File: config.mk
export PLATFORM = sky130hd
export DESIGN_NAME = atwa_front
export DESIGN_NICKNAME = d
export VERILOG_FILES = /design/src/rtl/atwa_pkg.sv /design/src/rtl/atwa_front.sv
export SDC_FILE = /design/constraint.sdc
export NUM_CORES = 1
export LEC_CHECK = 0
export ABC_AREA = 1
export BUFFER_PORTS_ARGS = -buffer_cell sky130_fd_sc_hd__buf_2
export CORE_MARGIN = 2
export CORE_UTILIZATION = 50
export DETAILED_ROUTE_END_ITERATION = 6
export PLACE_DENSITY = 0.85
export SLEW_MARGIN = 20
export SYNTH_ARGS = -nofsm -noshare
export SYNTH_HDL_FRONTEND = slang
export SYNTH_SLANG_ARGS = --single-unit
File: constraint.sdc
create_clock -name clock -period 10.4 [get_ports clock]
set_input_delay 2.08 -clock clock [delete_from_list [all_inputs] [get_ports clock]]
set_output_delay 2.08 -clock clock [all_outputs]
set_load 0.02 [all_outputs]
File: src/rtl/atwa_pkg.sv
// Shared types, command codes and defaults for the alternating triggered
// window averager. No dependencies; every other RTL file uses this package.
`default_nettype none

package atwa_pkg;

   // Default geometry and register reset
   localparam int PRE_SAMPLES_DEF  = 256;
   localparam int POST_SAMPLES_DEF = 768;
   localparam int WINDOW_DEPTH_DEF = 1024;

   localparam int ALPHA_W = 17;
   localparam logic [ALPHA_W-1:0] ALPHA_RESET = 17'd9830;
   localparam logic [ALPHA_W-1:0] ALPHA_ONE   = 17'd65536;

   // Command codes on the request channel
   localparam logic [1:0] CMD_PUSH  = 2'd0;
   localparam logic [1:0] CMD_READ  = 2'd1;
   localparam logic [1:0] CMD_CLEAR = 2'd2;

   typedef struct packed {
      logic [1:0]         command;
      logic signed [15:0] sample_value;
      logic               event_mark;
      logic               read_select;
      logic [9:0]         read_index;
   } atwa_req_type;

   typedef struct packed {
      logic signed [31:0] average_value;
      logic               average_valid;
   } atwa_rsp_type;

   // Decoded operation handed from front to back
   typedef enum logic [1:0] {
      OP_PUSH,
      OP_READ,
      OP_CLEAR
   } atwa_op_type;

   typedef struct packed {
      atwa_op_type        op;
      logic signed [15:0] sample_value;
      logic               event_mark;
      logic               read_select;
      logic [9:0]         read_index;
   } atwa_item_type;

   typedef enum logic [2:0] {
      ST_IDLE,
      ST_CHECK,
      ST_READ_OUT,
      ST_SWEEP,
      ST_DRAIN
   } atwa_state_type;

endpackage

`default_nettype wire

File: src/rtl/atwa_front.sv
// Front end: accepts request beats, decodes the command and queues the
// operation in a two-entry FIFO for the back end. Uses atwa_pkg.
`default_nettype none

module atwa_front (
   input  wire                     clock,
   input  wire                     reset,
   input  wire                     req_valid,
   output logic                    req_stall,
   input  atwa_pkg::atwa_req_type  req_data,
   output logic                    q_valid,
   output atwa_pkg::atwa_item_type q_item,
   input  wire                     q_pop
);

   atwa_pkg::atwa_item_type entries_ff [2];
   logic       wr_ptr_ff, wr_ptr_in;
   logic       rd_ptr_ff, rd_ptr_in;
   logic [1:0] count_ff, count_in;

   atwa_pkg::atwa_item_type decoded;
   logic                    keep;
   logic                    accept;
   logic                    push;
   logic                    pop;

   assign req_stall = (count_ff == 2'd2);
   assign accept    = req_valid && !req_stall;
   assign q_valid   = (count_ff != 2'd0);
   assign q_item    = entries_ff[rd_ptr_ff];

   // Classify the command; unused codes are taken and dropped
   always_comb begin
      decoded.sample_value = req_data.sample_value;
      decoded.event_mark   = req_data.event_mark;
      decoded.read_select  = req_data.read_select;
      decoded.read_index   = req_data.read_index;
      decoded.op           = atwa_pkg::OP_PUSH;
      keep                 = 1'b1;
      case (req_data.command)
         atwa_pkg::CMD_PUSH:  decoded.op = atwa_pkg::OP_PUSH;
         atwa_pkg::CMD_READ:  decoded.op = atwa_pkg::OP_READ;
         atwa_pkg::CMD_CLEAR: decoded.op = atwa_pkg::OP_CLEAR;
         default:             keep = 1'b0;
      endcase
   end

   assign push = accept && keep;
   assign pop  = q_pop && q_valid;

   // Queue pointers
   always_comb begin
      wr_ptr_in = push ? !wr_ptr_ff : wr_ptr_ff;
      rd_ptr_in = pop ? !rd_ptr_ff : rd_ptr_ff;
      count_in  = count_ff;
      if (push && !pop) begin
         count_in = count_ff + 2'd1;
      end else if (pop && !push) begin
         count_in = count_ff - 2'd1;
      end
   end

   always_ff @(posedge clock) begin
      if (reset) begin
         wr_ptr_ff <= 1'b0;
         rd_ptr_ff <= 1'b0;
         count_ff  <= 2'd0;
      end else begin
         wr_ptr_ff <= wr_ptr_in;
         rd_ptr_ff <= rd_ptr_in;
         count_ff  <= count_in;
      end
   end

   // Queue storage
   always_ff @(posedge clock) begin
      if (push) begin
         entries_ff[wr_ptr_ff] <= decoded;
      end
   end

endmodule

`default_nettype wire

==> flow_metrics.py <==
metrics = {
    "sta": {
        "slew_viol_final": 0,
        "finalSetupTns_ps": 0,
        "relSlewSlack_pct": 33.35,
        "worst_pin_slew_ps": 999.7,
        "rsz0062_at_grt": "no",
        "fmax_mhz": 254.4,
        "hold_viol": 0,
        "worst_slack_ps": 6469,
        "fin_skew_ps": 5.516,
        "fin_crit_ps": 3931,
        "finalSetupViolCount": 0,
        "post-route-period-util_pct": 37.79,
    },
    "global_routing": {
        "grt-ovfl-total": 0,
        "grt_pass1_vias": 1384,
        "grt_pass1_wl_mm": 6.272,
        "grt_max_degree": 31,
        "grtUsageTotal_pct": 15.69,
        "antenna_found_initial": 0,
    },
    "floorplanning": {
        "core_um2": 5010,
        "placementRows": 26,
        "io_pins": 66,
        "start_util_pct": 51.07,
        "die_h_um": 75.54,
        "die_w_um": 75.54,
        "fp.dieArea_um2": 5706,
    },
    "yosys": {
        "synth_cells": 135,
        "synth-seq-cells": 65,
        "syn_area_um2": 2559,
        "syn_area_per_cell_um2": 18.95,
        "syn_nets": 170,
        "ys_seq_area_share_pct": 74.33,
        "synth.lib_cells_used.distinct": 16,
        "yosysWarnings": 0,
    },
    "worst_setup_path": {
        "path_cells": "mux2_4, buf_2",
        "r2r_cells": 4,
        "slowest_delay_ps": 990,
        "crit_family": "flip-flops",
        "slowest_stage": "dfxtp_2",
        "crit_required_ps": 8320,
        "crit_cells": 2,
        "worstPathArrival_ps": 1850,
        "crit_fanout": 30,
        "end_kind": "output port",
        "start_kind": "flop",
        "critPathBufInv": 1,
        "critPathKind": "reg2out",
    },
    "layout": {
        "area_growth_pct": 22.44,
        "num_antenna_cells": 0,
        "ff_latch_area_um2": 1903,
        "mostFrequentLayoutCell": "buf_2",
        "multi_input_comb_area_um2": 600.6,
        "layout_common_cells": "65 x buf_2, 60 x edfxtp_1, 30 x mux2_4, 9 x clkbuf_8, 8 x nand2_1",
        "layout.nets": 244,
        "drive_gt1_share_pct": 55.87,
        "fin_cells": 283,
        "fill_cells": 390,
    },
    "detailed_routing": {
        "vias": 1336,
        "wl_met2_mm": 1.996,
        "highest_layer": "met4",
        "drcViolationCount": 0,
        "dr.pass1.iters": 4,
        "drt_iter0_drc": 108,
        "met3_length_um": 271,
        "wl_per_cell_um": 14.34,
        "wl_mm": 4.059,
        "wl_met1_mm": 1.713,
        "ant_nets": 0,
        "post_drt_via_cell_ratio": 4.721,
    },
    "place": {
        "gp_congestion": 0.6938,
        "port_buffers": 65,
        "placed_cells": 268,
        "hpwl_mm": 2.806,
        "pre_cts_ws_ps": 6413,
    },
    "clocking": {
        "clk_pin_slew_ps": 60,
        "cts-buffers-inserted": 9,
        "cts_tree": "yes",
        "clockBufferDepth": 2,
        "ctsResizeCount": 0,
        "worstSkewPairLatency_ps": 330,
        "cts_setup_buffers": 0,
        "holdBufCountCts": 0,
        "ctsHtreeMaxLevel": 3,
        "cts-root-buf": "clkbuf_8",
        "cts_sinks": 65,
    },
    "worst_hold_path": {
        "hold_path_class": "reg2reg",
        "holdPathStages": 2,
    },
    "power_and_ir_drop": {
        "p_total_mw": 0.7315,
        "peakVddDrop_mv": 0.1638,
        "p_leak_nw": 1.277,
        "powerDensity_nw_per_um2": 233.5,
    },
    "run_status": {
        "status": "finished, final reports clean",
    },
    "job": {
        "drv_cap": 0,
    },
}
-- layer usage --
| layer | GRT usage, % | vias up |
|---|---|---|
| li1 | - | 647 |
| met1 | 17.25 | 623 |
| met2 | 26.86 | 58 |
| met3 | 4.762 | 8 |
| met4 | 9.162 | 0 |
| met5 | 0 | - |
-- cell usage after synthesis (all sizes together) --
cell / count / area share [%]
edfxtp: 60 / 70
mux2: 30 / 18
nand2: 11 / 1.9
inv: 9 / 1.3
nor2: 9 / 1.6
dfxtp: 5 / 3.9
buf: 3 / 1.3
a21oi: 2 / 0.39
nand3: 2 / 0.39
ha: 1 / 0.49
nand4: 1 / 0.24
nor3: 1 / 0.20
o21ai: 1 / 0.20
-- worst min-delay path, stage by stage (launching register included) --
cell,delay (ps)
dfxtp_1,330
a21oi_1,60
nor2_1,90
-- stage by stage --
step	hold slack [ps]	utilization [%]	instance area (um^2)
2_1_floorplan	464.5	-	2559
3_3_place_gp	481.2	58.92	2952
3_5_place_dp	487.2	58.92	2952
4_1_cts	509.7	62.41	3127
5_1_grt	544.9	62.54	3133
6_report	513.2	62.54	3133
-- logic make-up (layout without fill, tap and decap cells) --
| kind of cell | Yosys count | in the layout | synth area share [%] |
|---|---|---|---|
| AOI/OAI and AO/OA | 3 | 3 | 0.5866 |
| buffers and inverters | 12 | 90 | 2.641 |
| adders and majority gates | 1 | 1 | 0.4889 |
| and+or+nand+nor | 24 | 24 | 4.352 |
| muxes | 30 | 30 | 17.60 |
| DFF | 65 | 65 | 74.33 |
-- area by class of cell --
type | count | area share (%)
sequential | 65 | 60.74
multi-input combinational | 58 | 19.17
timing repair buffer | 66 | 10.62
clock buffer | 10 | 4.073
tap | 70 | 2.796
clock inverter | 5 | 1.518
inverter | 9 | 1.078
-- state kept, by name (all words and copies together) (netlist names), named ones only --
| register | count |
|---|---|
| count_ff | 2 |
| entries_ff | 60 |
| wr_ptr_ff | 1 |
| rd_ptr_ff | 1 |
-- where the power goes --
part | leakage, nW | total (mW) | switching, mW | internal, mW
clock | 0.0910 | 0.193 | 0.0862 | 0.107
combinational | 0.588 | 0.190 | 0.100 | 0.0896
sequential | 0.597 | 0.349 | 0.0271 | 0.322
total | 1.28 | 0.731 | 0.213 | 0.518
-- worst paths after layout --
check                    from                end  slack, ps
setup / recovery         flop         q_item[15]       6470
hold / removal      rd_ptr_ff               flop        510
setup reg to reg  count_ff[1]  entries_ff[0][20]       8640
hold reg to reg     rd_ptr_ff               flop        510
Power figures use the tool's default switching activity.
